==> config.mk <==
export PLATFORM = sky130hd
export DESIGN_NAME = wildcard_byte_pattern_search_unit_flat
export DESIGN_NICKNAME = d
export VERILOG_FILES = /design/src/rtl/wbps_pkg.sv /design/src/rtl/wbps_in_if.sv /design/src/rtl/wbps_out_if.sv /design/src/rtl/wbps_cell.sv /design/src/rtl/wbps_out_buf.sv /design/src/rtl/wildcard_byte_pattern_search_unit.sv /design/src/flat_wrapper.sv
export SDC_FILE = /design/constraint.sdc
export NUM_CORES = 1
export LEC_CHECK = 0
export BUFFER_PORTS_ARGS = -buffer_cell sky130_fd_sc_hd__buf_2
export CORE_AREA = 2 2 271 273
export DETAILED_ROUTE_END_ITERATION = 8
export DIE_AREA = 0 0 273 275
export PLACE_DENSITY = 0.7
export SYNTH_ARGS = -nofsm -noshare
export SYNTH_HDL_FRONTEND = slang
export SYNTH_SLANG_ARGS = --single-unit
==> constraint.sdc <==
create_clock -name clk_i -period 5.09 [get_ports clk_i]
set_input_delay 1.018 -clock clk_i [delete_from_list [all_inputs] [get_ports clk_i]]
set_output_delay 1.018 -clock clk_i [all_outputs]
set_load 0.01 [all_outputs]
==> src/rtl/wbps_pkg.sv <==
// ----------------------------------------------------------------------------
// wbps_pkg
// Shared types and constants for the wildcard byte pattern search unit.
// ----------------------------------------------------------------------------
package wbps_pkg;

  // Pattern depth and derived widths
  localparam int PatternMax = 64;
  localparam int LenW       = $clog2(PatternMax + 1);
  localparam int IdxW       = $clog2(PatternMax);

  // Fixed field widths
  localparam int CmdW       = 2;
  localparam int EntryIdxW  = 6;
  localparam int ByteW      = 8;
  localparam int CfgLenW    = 7;
  localparam int AddrW      = 32;
  localparam int CfgIdxW    = 1;
  localparam int CfgDataW   = 32;

  // Item commands
  typedef enum logic [CmdW-1:0] {
    CmdLoad    = 2'd0,
    CmdScan    = 2'd1,
    CmdRestart = 2'd2
  } cmd_e;

  // Configuration register indexes
  typedef enum logic [CfgIdxW-1:0] {
    CfgPatternLength = 1'b0,
    CfgStartAddress  = 1'b1
  } cfg_idx_e;

  // Scan control shared by every cell
  typedef struct packed {
    logic scan;
    logic restart;
  } cell_ctl_t;

  // One result item
  typedef struct packed {
    logic             found;
    logic [AddrW-1:0] match_address;
  } res_item_t;

endpackage

==> src/rtl/wbps_in_if.sv <==
// ----------------------------------------------------------------------------
// wbps_in_if
// Input item channel: command, pattern entry fields and scan byte fields.
// ----------------------------------------------------------------------------
interface wbps_in_if import wbps_pkg::*; ();

  logic                 valid;
  logic                 ready;
  logic [CmdW-1:0]      command;
  logic [EntryIdxW-1:0] entry_index;
  logic [ByteW-1:0]     entry_value;
  logic                 entry_wildcard;
  logic [ByteW-1:0]     data_byte;
  logic                 data_last;

  modport source (
    output valid, command, entry_index, entry_value, entry_wildcard,
           data_byte, data_last,
    input  ready
  );

  modport sink (
    input  valid, command, entry_index, entry_value, entry_wildcard,
           data_byte, data_last,
    output ready
  );

endinterface

==> src/rtl/wbps_out_if.sv <==
// ----------------------------------------------------------------------------
// wbps_out_if
// Result item channel: found flag and match address.
// ----------------------------------------------------------------------------
interface wbps_out_if import wbps_pkg::*; ();

  logic             valid;
  logic             ready;
  logic             found;
  logic [AddrW-1:0] match_address;

  modport source (
    output valid, found, match_address,
    input  ready
  );

  modport sink (
    input  valid, found, match_address,
    output ready
  );

endinterface

==> src/rtl/wbps_cell.sv <==
// ----------------------------------------------------------------------------
// wbps_cell
// One pattern position: holds its expected byte, wildcard mark and the
// partial match bit for the alignment that ends at this position.
// ----------------------------------------------------------------------------
module wbps_cell import wbps_pkg::*; (
  input  logic             clk_i,
  input  logic             rst_ni,
  input  cell_ctl_t        ctl_i,
  input  logic             load_i,
  input  logic [ByteW-1:0] entry_value_i,
  input  logic             entry_wildcard_i,
  input  logic [ByteW-1:0] data_byte_i,
  input  logic             in_use_i,
  input  logic             prev_i,
  output logic             next_o,
  output logic             match_o
);

  logic [ByteW-1:0] pat_q;
  logic             wild_q;
  logic             match_d, match_q;
  logic             byte_ok;

  // Store the pattern entry on a load
  always_ff @(posedge clk_i) begin
    if (load_i) begin
      pat_q  <= entry_value_i;
      wild_q <= entry_wildcard_i;
    end
  end

  // Extend the neighbor's partial match by this byte
  assign byte_ok = wild_q || (pat_q == data_byte_i);

  always_comb begin
    match_d = match_q;
    if (ctl_i.restart) begin
      match_d = 1'b0;
    end else if (ctl_i.scan) begin
      match_d = prev_i && in_use_i && byte_ok;
    end
  end

  always_ff @(posedge clk_i or negedge rst_ni) begin
    if (!rst_ni) begin
      match_q <= 1'b0;
    end else begin
      match_q <= match_d;
    end
  end

  assign next_o  = match_d;
  assign match_o = match_q;

endmodule

==> src/rtl/wbps_out_buf.sv <==
// ----------------------------------------------------------------------------
// wbps_out_buf
// Two-entry result buffer that decouples the scan chain from the consumer.
// ----------------------------------------------------------------------------
module wbps_out_buf import wbps_pkg::*; (
  input  logic       clk_i,
  input  logic       rst_ni,
  input  logic       push_i,
  input  res_item_t  push_data_i,
  output logic       full_o,
  wbps_out_if.source result_o
);

  res_item_t  mem_q [2];
  logic       wr_ptr_q, wr_ptr_d;
  logic       rd_ptr_q, rd_ptr_d;
  logic [1:0] count_q, count_d;
  logic       pop;

  assign pop    = result_o.valid && result_o.ready;
  assign full_o = (count_q == 2'd2);

  // Write the pushed item
  always_ff @(posedge clk_i) begin
    if (push_i) begin
      mem_q[wr_ptr_q] <= push_data_i;
    end
  end

  // Advance pointers and count
  always_comb begin
    wr_ptr_d = wr_ptr_q;
    rd_ptr_d = rd_ptr_q;
    count_d  = count_q;
    if (push_i) begin
      wr_ptr_d = !wr_ptr_q;
    end
    if (pop) begin
      rd_ptr_d = !rd_ptr_q;
    end
    if (push_i && !pop) begin
      count_d = count_q + 2'd1;
    end else if (pop && !push_i) begin
      count_d = count_q - 2'd1;
    end
  end

  always_ff @(posedge clk_i or negedge rst_ni) begin
    if (!rst_ni) begin
      wr_ptr_q <= 1'b0;
      rd_ptr_q <= 1'b0;
      count_q  <= 2'd0;
    end else begin
      wr_ptr_q <= wr_ptr_d;
      rd_ptr_q <= rd_ptr_d;
      count_q  <= count_d;
    end
  end

  // Present the oldest item
  assign result_o.valid         = (count_q != 2'd0);
  assign result_o.found         = mem_q[rd_ptr_q].found;
  assign result_o.match_address = mem_q[rd_ptr_q].match_address;

  // Never push into a full buffer
  a_no_overflow: assert property (@(posedge clk_i) disable iff (!rst_ni)
    push_i |-> !full_o)
    else $error("result pushed into full buffer");

  // Count rises by one on a push without a pop
  a_count_step: assert property (@(posedge clk_i) disable iff (!rst_ni)
    (push_i && !pop) |=> (count_q == $past(count_q) + 2'd1))
    else $error("result count did not advance on push");

endmodule

==> src/rtl/wildcard_byte_pattern_search_unit.sv <==
// ----------------------------------------------------------------------------
// wildcard_byte_pattern_search_unit
// Wildcard byte pattern search of a byte stream, a byte per unstalled cycle.
// ----------------------------------------------------------------------------
// The unit takes one item every clock cycle while the result buffer has room:
// a pattern load, a restart or a scan byte. Each scan byte updates a row of
// PatternMax cells; every cell compares the byte against its own pattern
// entry and passes its partial match bit to the next cell, so every alignment
// is tracked at once. A result item (match address, or no-match on the last
// byte) is written to a two-entry output buffer at the edge that accepts the
// byte and is offered from the next cycle. Input ready drops only while that
// buffer holds two results. Pattern entries have no reset and must be loaded
// before a scan uses them.
// ----------------------------------------------------------------------------
module wildcard_byte_pattern_search_unit import wbps_pkg::*; (
  input  logic                clk_i,
  input  logic                rst_ni,
  input  logic                cfg_we_i,
  input  logic [CfgIdxW-1:0]  cfg_index_i,
  input  logic [CfgDataW-1:0] cfg_data_i,
  wbps_in_if.sink             item_i,
  wbps_out_if.source          result_o
);

  logic [CfgLenW-1:0]    len_q;
  logic [AddrW-1:0]      start_q;
  logic [AddrW-1:0]      offset_q, offset_d;
  logic                  finished_q, finished_d;
  logic [LenW-1:0]       len_act;
  logic [IdxW-1:0]       top_idx;
  logic [PatternMax-1:0] next_vec, match_vec, in_use;
  logic                  accept, scan_go, restart_go, load_go;
  logic                  hit, push, full;
  cell_ctl_t             ctl;
  res_item_t             push_data;

  // Configuration writes
  always_ff @(posedge clk_i or negedge rst_ni) begin
    if (!rst_ni) begin
      len_q   <= CfgLenW'(1);
      start_q <= '0;
    end else if (cfg_we_i) begin
      case (cfg_idx_e'(cfg_index_i))
        CfgPatternLength: len_q   <= cfg_data_i[CfgLenW-1:0];
        CfgStartAddress:  start_q <= cfg_data_i[AddrW-1:0];
        default: ;
      endcase
    end
  end

  // Clamp the pattern length to the range 1..PatternMax
  always_comb begin
    if (len_q == '0) begin
      len_act = LenW'(1);
    end else if (int'(len_q) > PatternMax) begin
      len_act = LenW'(PatternMax);
    end else begin
      len_act = LenW'(len_q);
    end
  end

  assign top_idx = IdxW'(len_act - LenW'(1));

  // Decode the accepted item
  assign item_i.ready = !full;
  assign accept       = item_i.valid && item_i.ready;
  assign load_go      = accept && (cmd_e'(item_i.command) == CmdLoad);
  assign restart_go   = accept && (cmd_e'(item_i.command) == CmdRestart);
  assign scan_go      = accept && (cmd_e'(item_i.command) == CmdScan) && !finished_q;

  assign ctl.scan    = scan_go;
  assign ctl.restart = restart_go;

  // Row of match cells
  for (genvar i = 0; i < PatternMax; i++) begin : g_cell
    logic prev;
    logic load_sel;

    assign in_use[i] = (int'(len_act) > i);
    assign load_sel  = load_go && (int'(item_i.entry_index) == i);

    if (i == 0) begin : g_head
      assign prev = 1'b1;
    end else begin : g_body
      assign prev = match_vec[i-1];
    end

    wbps_cell u_cell (
      .clk_i            (clk_i),
      .rst_ni           (rst_ni),
      .ctl_i            (ctl),
      .load_i           (load_sel),
      .entry_value_i    (item_i.entry_value),
      .entry_wildcard_i (item_i.entry_wildcard),
      .data_byte_i      (item_i.data_byte),
      .in_use_i         (in_use[i]),
      .prev_i           (prev),
      .next_o           (next_vec[i]),
      .match_o          (match_vec[i])
    );
  end

  // Detect a full match at the last used position
  assign hit = next_vec[top_idx];

  // Form the result item
  always_comb begin
    push      = 1'b0;
    push_data = '0;
    if (scan_go && hit) begin
      push                    = 1'b1;
      push_data.found         = 1'b1;
      push_data.match_address = start_q + offset_q
                                - {{(AddrW-IdxW){1'b0}}, top_idx};
    end else if (scan_go && item_i.data_last) begin
      push = 1'b1;
    end
  end

  // Track offset and end of scan
  always_comb begin
    offset_d   = offset_q;
    finished_d = finished_q;
    if (restart_go) begin
      offset_d   = '0;
      finished_d = 1'b0;
    end else if (scan_go) begin
      offset_d = offset_q + AddrW'(1);
      if (push) begin
        finished_d = 1'b1;
      end
    end
  end

  always_ff @(posedge clk_i or negedge rst_ni) begin
    if (!rst_ni) begin
      offset_q   <= '0;
      finished_q <= 1'b0;
    end else begin
      offset_q   <= offset_d;
      finished_q <= finished_d;
    end
  end

  wbps_out_buf u_out_buf (
    .clk_i       (clk_i),
    .rst_ni      (rst_ni),
    .push_i      (push),
    .push_data_i (push_data),
    .full_o      (full),
    .result_o    (result_o)
  );

  // A match ends the scan
  a_hit_finishes: assert property (@(posedge clk_i) disable iff (!rst_ni)
    (scan_go && hit) |=> finished_q)
    else $error("scan not finished after a match");

  // Restart clears offset and end of scan
  a_restart_clears: assert property (@(posedge clk_i) disable iff (!rst_ni)
    restart_go |=> (offset_q == '0) && !finished_q)
    else $error("restart did not clear scan state");

  // No result once the scan has ended
  a_single_result: assert property (@(posedge clk_i) disable iff (!rst_ni)
    finished_q |-> !push)
    else $error("result after the scan finished");

  // Partial matches stay within the active length
  a_vec_in_range: assert property (@(posedge clk_i) disable iff (!rst_ni)
    scan_go |-> ((next_vec & ~in_use) == '0))
    else $error("partial match beyond pattern length");

endmodule

==> src/flat_wrapper.sv <==
// flat-port wrapper written by rule: the top's interface ports become plain ports
module wildcard_byte_pattern_search_unit_flat import wbps_pkg::*;
  (clk_i, rst_ni, cfg_we_i, cfg_index_i, cfg_data_i, item_i_valid, item_i_command, item_i_entry_index, item_i_entry_value, item_i_entry_wildcard, item_i_data_byte, item_i_data_last, item_i_ready, result_o_valid, result_o_found, result_o_match_address, result_o_ready);
  wbps_in_if item_i_i ();
  wbps_out_if result_o_i ();
  input  logic clk_i;
  input  logic rst_ni;
  input  logic cfg_we_i;
  input  logic [CfgIdxW-1:0] cfg_index_i;
  input  logic [CfgDataW-1:0] cfg_data_i;
  input wire logic [$bits(item_i_i.valid)-1:0] item_i_valid;
  input wire logic [$bits(item_i_i.command)-1:0] item_i_command;
  input wire logic [$bits(item_i_i.entry_index)-1:0] item_i_entry_index;
  input wire logic [$bits(item_i_i.entry_value)-1:0] item_i_entry_value;
  input wire logic [$bits(item_i_i.entry_wildcard)-1:0] item_i_entry_wildcard;
  input wire logic [$bits(item_i_i.data_byte)-1:0] item_i_data_byte;
  input wire logic [$bits(item_i_i.data_last)-1:0] item_i_data_last;
  output wire logic [$bits(item_i_i.ready)-1:0] item_i_ready;
  output wire logic [$bits(result_o_i.valid)-1:0] result_o_valid;
  output wire logic [$bits(result_o_i.found)-1:0] result_o_found;
  output wire logic [$bits(result_o_i.match_address)-1:0] result_o_match_address;
  input wire logic [$bits(result_o_i.ready)-1:0] result_o_ready;
  assign item_i_i.valid = item_i_valid;
  assign item_i_i.command = item_i_command;
  assign item_i_i.entry_index = item_i_entry_index;
  assign item_i_i.entry_value = item_i_entry_value;
  assign item_i_i.entry_wildcard = item_i_entry_wildcard;
  assign item_i_i.data_byte = item_i_data_byte;
  assign item_i_i.data_last = item_i_data_last;
  assign item_i_ready = item_i_i.ready;
  assign result_o_valid = result_o_i.valid;
  assign result_o_found = result_o_i.found;
  assign result_o_match_address = result_o_i.match_address;
  assign result_o_i.ready = result_o_ready;
  wildcard_byte_pattern_search_unit u_core (.clk_i(clk_i), .rst_ni(rst_ni), .cfg_we_i(cfg_we_i), .cfg_index_i(cfg_index_i), .cfg_data_i(cfg_data_i), .item_i(item_i_i), .result_o(result_o_i));
endmodule
======== Word level (Yosys, flattened, before mapping) ========
Memories as Yosys holds them, arrays and structs flattened.
Index checks and enable logic that the tools add are counted.
storage, ports and cells
  memories ................................ 1
  input port bits ......................... 64
  flip-flop bits (word level) ............. 716
  memory bits (writable) .................. 66
  output and inout bits ................... 35
  word-level logic and storage cells ...... 828
cells by class
  magnitude comparators ................... 66
  bitwise operators ....................... 1
  mux-type cells .......................... 144
  reduce and logical (&&, ||, !) cells .... 281
  equality and inequality tests ........... 130
  $add $sub $neg .......................... 6
memories
  name                    depth  bits a word  read ports  clocked after memory_dff  write ports  line                source
  u_core.u_out_buf.mem_q  2      33           1           0                         1            wbps_out_buf.sv:14  res_item_t mem_q [2];
operators with widths
  cell                                                                    number
  8-bit equality test                                                     64
  7-bit by 6-bit > comparator with 1-bit output (second input constant)   32
  1-bit logical AND                                                       201
  6-bit equality test (second input constant)                             32
  1-bit 2-to-1 mux                                                        136
  7-bit by 5-bit > comparator with 1-bit output (second input constant)   16
  6-bit by 5-bit equality test with 1-bit output (second input constant)  16
  1-bit logical OR                                                        64
  32-bit 2-to-1 mux                                                       2
  7-bit by 4-bit > comparator with 1-bit output (second input constant)   8
  6-bit by 4-bit equality test with 1-bit output (second input constant)  8
  33-bit 2-to-1 mux                                                       1
  32-bit by 1-bit adder with 32-bit output (second input constant)        1
  32-bit adder                                                            1
  32-bit by 6-bit subtractor with 32-bit output                           1
  7-bit by 3-bit > comparator with 1-bit output (second input constant)   4
  6-bit by 3-bit equality test with 1-bit output (second input constant)  4
  7-bit by 1-bit > comparator with 1-bit output (second input constant)   2
  7-bit by 2-bit > comparator with 1-bit output (second input constant)   2
  7-bit 2-to-1 mux                                                        2
  6-bit by 2-bit equality test with 1-bit output (second input constant)  2
  2-bit nonzero test                                                      4
  7-bit > comparator (second input constant)                              1
  7-bit zero test                                                         1
  14 further kinds                                                        23

======== Longest topological paths before layout ========
  word-level depth ........................ 16
  mapped depth ............................ 19
  depth with buffers taken out ............ 18

======== Modules after synthesis ========
A second synthesis with hierarchy kept.
second synthesis, totals
  cell total of the unflattened synthesis .. 2768
  area total of the unflattened synthesis .. 36995.5 um2
by module, submodules not included
  module                             sequential area each (um2)  instances  cells each  area each (um2)
  wbps_cell                          295.3                       64         26          415.4
  wildcard_byte_pattern_search_unit  1803.0                      1          985         7684.9
  wbps_out_buf                       2082.0                      1          119         2725.1

======== Worst setup path after synthesis ========
Ideal clock, no wire load.
  path kind ............................... input to register
  start ................................... input item_i_data_byte[7]
  end ..................................... memory u_core.u_out_buf.mem_q[0][0] (netlist bit), enable pin
  setup time .............................. 434 ps
  stages on the path ...................... 14
  required time ........................... 4656 ps
  arrival ................................. 5155 ps
  path buffers ............................ 5
  slack ................................... -499 ps
  cells stage by stage .................... buf_2 > buf_4 > buf_2 > buf_2 > xor2_1 > nor4_1 > a21oi_1 > o211ai_1 > o211ai_1 > a32oi_1 > o211ai_1 > a221o_1 > buf_6 > a21oi_1
between the ends
  word-level cells in the longest chain between the ends .. 11
  elaborated cells between the ends (all ways) .. 326
  classes of those cells .................. 64 x eq/ne; 133 x mux; 129 x reduce/logical
ends and longest elaborated chain
  element                                      line                                      source
  start, declared                              flat_wrapper.sv:16                        input wire logic [$bits(item_i_i.data_byte)-1:0] item_i_data_byte;
  8-bit equality test                          wbps_cell.sv:34                           assign byte_ok = wild_q || (pat_q == data_byte_i);
  1-bit logical OR                             wbps_cell.sv:34
  1-bit logical AND                            wbps_cell.sv:41                           match_d = prev_i && in_use_i && byte_ok;
  1-bit 2-to-1 mux                             wbps_cell.sv:40                           end else if (ctl_i.scan) begin
  1-bit 2-to-1 mux                             wbps_cell.sv:38                           if (ctl_i.restart) begin
  1-bit binary-select mux with 6-bit select *  wildcard_byte_pattern_search_unit.sv:104  assign hit = next_vec[top_idx];
  1-bit 2-to-1 mux (not written as such) *     wildcard_byte_pattern_search_unit.sv:104
  1-bit logical AND *                          wildcard_byte_pattern_search_unit.sv:110  if (scan_go && hit) begin
  1-bit 2-to-1 mux *                           wildcard_byte_pattern_search_unit.sv:110
  1-bit 2-to-1 mux *                           wbps_out_buf.sv:25                        if (push_i) begin
  1-bit 2-to-1 mux (not written as such) *     wbps_out_buf.sv:26                        mem_q[wr_ptr_q] <= push_data_i;
  end, declared                                wbps_out_buf.sv:14
Every way passes the cells marked *; elsewhere a longest branch is shown, timed or not. The select of a mux whose other input is x is not followed.

==> metrics.md <==
| Metric | Value |
|---|---|
| Status | finished, final reports clean |
| Post-layout min period | between 4000 and 5000 ps |
| Layout area overhead | 14.6% |
| Cell depth of the worst flop-to-flop path | 16 |
| Crit-path max FO | 5 |
| Most frequent cell after synthesis | edfxtp_1 |
| FP Rows | slightly below 100 |
| Num CTS Buffers | between 80 and 90 |
| Initial Utilization | 49.6% |
| H-tree Lvls | 3 |
| Max Cap Viol | 0 |
| Clock Tree Buf Depth | 3 |
| Die area | 75,100 um^2 |
| Core box area | between 70,000 and 80,000 um^2 |
| Crit start category | flip-flop |
| Top_reg_cell synth | edfxtp_1 |
| Die width | 273 um |
| GRT Util Overall | between 20% and 30% |
| HPWL Detailed | approximately 63,000 um |
| Reg2reg end | u_core.u_out_buf.mem_q[1][29]$_DFFE_PP_ |
| Synthesized Nets | around 2,800 |
| Clock Latency Late Sink | 650 ps |
| Unrepaired setup endpoints after global routing | no |
| Root buffer cell | clkbuf_16 |
| DIE HEIGHT | between 200 and 300 um |
| Setup crit end kind | flip-flop |
| Ranking of synthesized cells by area | edfxtp_1 54%, xor2_1 13%, dfrtp_1 9.7% |
| Synthesized area | 35,900 um^2 |
| Overflow left after global routing | 0 |
| Fin crit share | 95.8% |
| Final Instance Area | just over 40,000 um^2 |
| Via Count | about 22,000 |
| Final hold vios | 0 |
| Post-DP Area | 38,400 um^2 |
| Post-CTS Hold Fix Bufs | 0 |
| EDFF count, synth | around 640 |
| Register area share after synthesis | between 60% and 70% |
| Switch Pwr | ~4200 uW |
| Final max-slew violation count | 0 |
| Crit path kind | reg2reg |
| VDD IR max | ~0.33 mV |
| Starting DRC count in detailed routing | around 2,100 |
| Sequential group share of total power | about 45% |
| Pwr Density | between 300 and 400 nW/um^2 |
| Synth unique cells | 80 |
| Internal Power | 11,600 uW |
| Setup TNS | 0 ps |
| Clock transition at the registers of the reported paths | approximately 60 ps |
| Mean Syn Cell Area | roughly 13 um^2 |
| Final Wtd Congestion | 0.966 |
| Initial antenna violation count | 10 |
| Arrival time at the worst endpoint | about 5300 ps |
| Clock share of power | between 30% and 40% |
| # IOs | 99 |
| Rel. slew slack | 21.1% |
| Sink Count | ~780 |
| Synth Warn # | 0 |
| First-pass GRT wire length | around 140,000 um |
| Vias in the first global route | between 20,000 and 25,000 |
| CP Data Required Time | around 5500 ps |
| Input/output buffers | between 90 and 100 |
| DRT antenna net count | 0 |
| Post-synth top area share | between 50% and 60% |
| Peak Freq | a little over 0.2 GHz |
| Final nets | approximately 3,000 |
| Share of cells above drive strength 1 | approximately 16% |
| Layout Skew | around 37 ps |
| Final setup fails | 0 |
| Drt drc | 0 |
| Hold Crit Class | in2async |
| Commonest cells post-synth | 642 x edfxtp_1, 523 x xor2_1, 154 x nor2_1 |
| Post-DR wirelength/cell | ~24 um |
| Pre-Repair DR Iteration Count | 5 |
| R2r setup slk | roughly 220 ps |
| Drt via density | 5.68 |
| Comb power frac | 16.1% |
| Largest net degree at the start of global routing | about 70 |
| Leakage | between 0.015 and 0.02 uW |
| CTS tree | yes |
| Detailed Route WL | about 95,000 um |
| R2r startpoint | u_core.len_q[2]$_DFFE_PN0P_ |
| Switch share | a little over a quarter |
| Seq cells post-synth | just under 800 |
| Worst Hold Slack | 232 ps |
| Yosys top cell by area | edfxtp_1 |
| Least-Margin Pin Slew | approximately 1200 ps |
| Async SR Flop Fraction | ~18% |
| Cells after Synth | around 2,700 |
[timing repair]
| item | 4_1_cts | 5_1_grt |
|---|---|---|
| setup buffers | 0 | 0 |
| setup endpoints to repair | 0 | 4 |
| gates resized for setup | 0 | 3 |
[layout by cell type (no fill, tap or decap), types with 26 or more instances in the layout]
cell type	instances
nand2_1	136
xor2_1	523
o211ai_1	26
ha_1	62
clkbuf_16	83
o21ai_0	77
buf_4	126
nor4_1	136
nand3_1	62
dfrtp_1	139
nor2_1	154
nor3_1	27
edfxtp_1	642
a21oi_1	98
buf_2	89
inv_1	132
mux2_2	74
xnor2_1	46
[state kept, by name, indices dropped and copies added (netlist names)]
| register | cells |
|---|---|
| u_core.u_out_buf.mem_q | 66 |
| u_core.g_cell.u_cell.match_o | 64 |
| u_core.g_cell.u_cell.wild_q | 64 |
| u_core.u_out_buf.count_q | 2 |
| u_core.u_out_buf.rd_ptr_q | 1 |
| u_core.start_q | 32 |
| u_core.len_q | 7 |
| u_core.finished_q | 1 |
| u_core.u_out_buf.wr_ptr_q | 1 |
| u_core.g_cell.u_cell.pat_q | 512 |
| u_core.offset_q | 32 |
[layer usage]
| metal | part of all wire (%) | vias up | global-route usage, % |
|---|---|---|---|
| li1 | - | 10100 | - |
| met1 | 41 | 11200 | 32.5 |
| met2 | 47 | 801 | 41.8 |
| met3 | 7.8 | 211 | 6.23 |
| met4 | 4.1 | 16 | 10.7 |
| met5 | 0.11 | - | 0 |
[metrics by stage]
step	std cells	worst slack (ps)	util, %	total power, uW
after floorplan	2699	9.44	-	8830
after global placement	3778	267	53.0	9750
after detailed placement	3778	262	53.0	9770
after CTS	3933	214	56.8	15800
after global routing	3934	6.78	56.8	16300
final	3935	216	56.8	15700
[power by group through the flow]
| stage | sequential [uW] | clock, uW | combinational [uW] |
|---|---|---|---|
| 2_1_floorplan | 7240 | 0 | 1590 |
| 3_3_place_gp | 7260 | 0 | 2490 |
| 3_5_place_dp | 7260 | 0 | 2510 |
| 4_1_cts | 7130 | 6170 | 2520 |
| 5_1_grt | 7140 | 6430 | 2750 |
| 6_report | 7130 | 6070 | 2530 |
[final cells by class]
cell class                      count  area, um^2
Sequential cell                   782       22800
Clock buffer                      101        2140
Fill cell                        5809       31200
Tap cell                          959        1200
Multi-Input combinational cell   1663       12000
Timing Repair Buffer              238        1840
Antenna cell                        2        5.00
Inverter                          136         510
Clock inverter                     54         601
[critical path, cell delays in order, from the launching register on]
cell	delay (ps)
dfrtp_1	410
or3_1	450
nor3_1	450
or3b_1	220
inv_2	50
fa_1	470
ha_1	370
nand3_1	100
o22ai_1	270
o211ai_1	220
o211ai_1	300
nor2b_1	100
o311ai_0	570
a31o_2	270
a21oi_1	80
xnor2_1	130
and2_1	170
[kinds of logic after synthesis]
family          after synthesis  share of synthesized area, %
fa+ha+maj                    68                          2.50
compound gates              331                          5.84
xor+xnor                    569                          13.9
buf+inv                     254                          3.06
mux                          81                          2.66
flops                       782                          63.5
simple gates                614                          8.57
[worst max-delay path by stage]
stage	depth (start not counted)	endpoint	slack, ps	from
4_1_cts	17	u_core.u_out_buf.mem_q[0][28]$_DFFE_PP_	210	u_core.len_q[6]$_DFFE_PN0P_
3_3_place_gp	17	u_core.u_out_buf.mem_q[1][28]$_DFFE_PP_	270	u_core.len_q[6]$_DFFE_PN0P_
5_1_grt	16	u_core.u_out_buf.mem_q[1][29]$_DFFE_PP_	7	u_core.len_q[2]$_DFFE_PN0P_
6_report	16	u_core.u_out_buf.mem_q[1][29]$_DFFE_PP_	220	u_core.len_q[2]$_DFFE_PN0P_
2_1_floorplan	18	u_core.u_out_buf.mem_q[0][28]$_DFFE_PP_	9	u_core.len_q[6]$_DFFE_PN0P_
3_5_place_dp	17	u_core.u_out_buf.mem_q[0][28]$_DFFE_PP_	260	u_core.len_q[6]$_DFFE_PN0P_
Note: power is estimated with default switching activity, not from simulation.
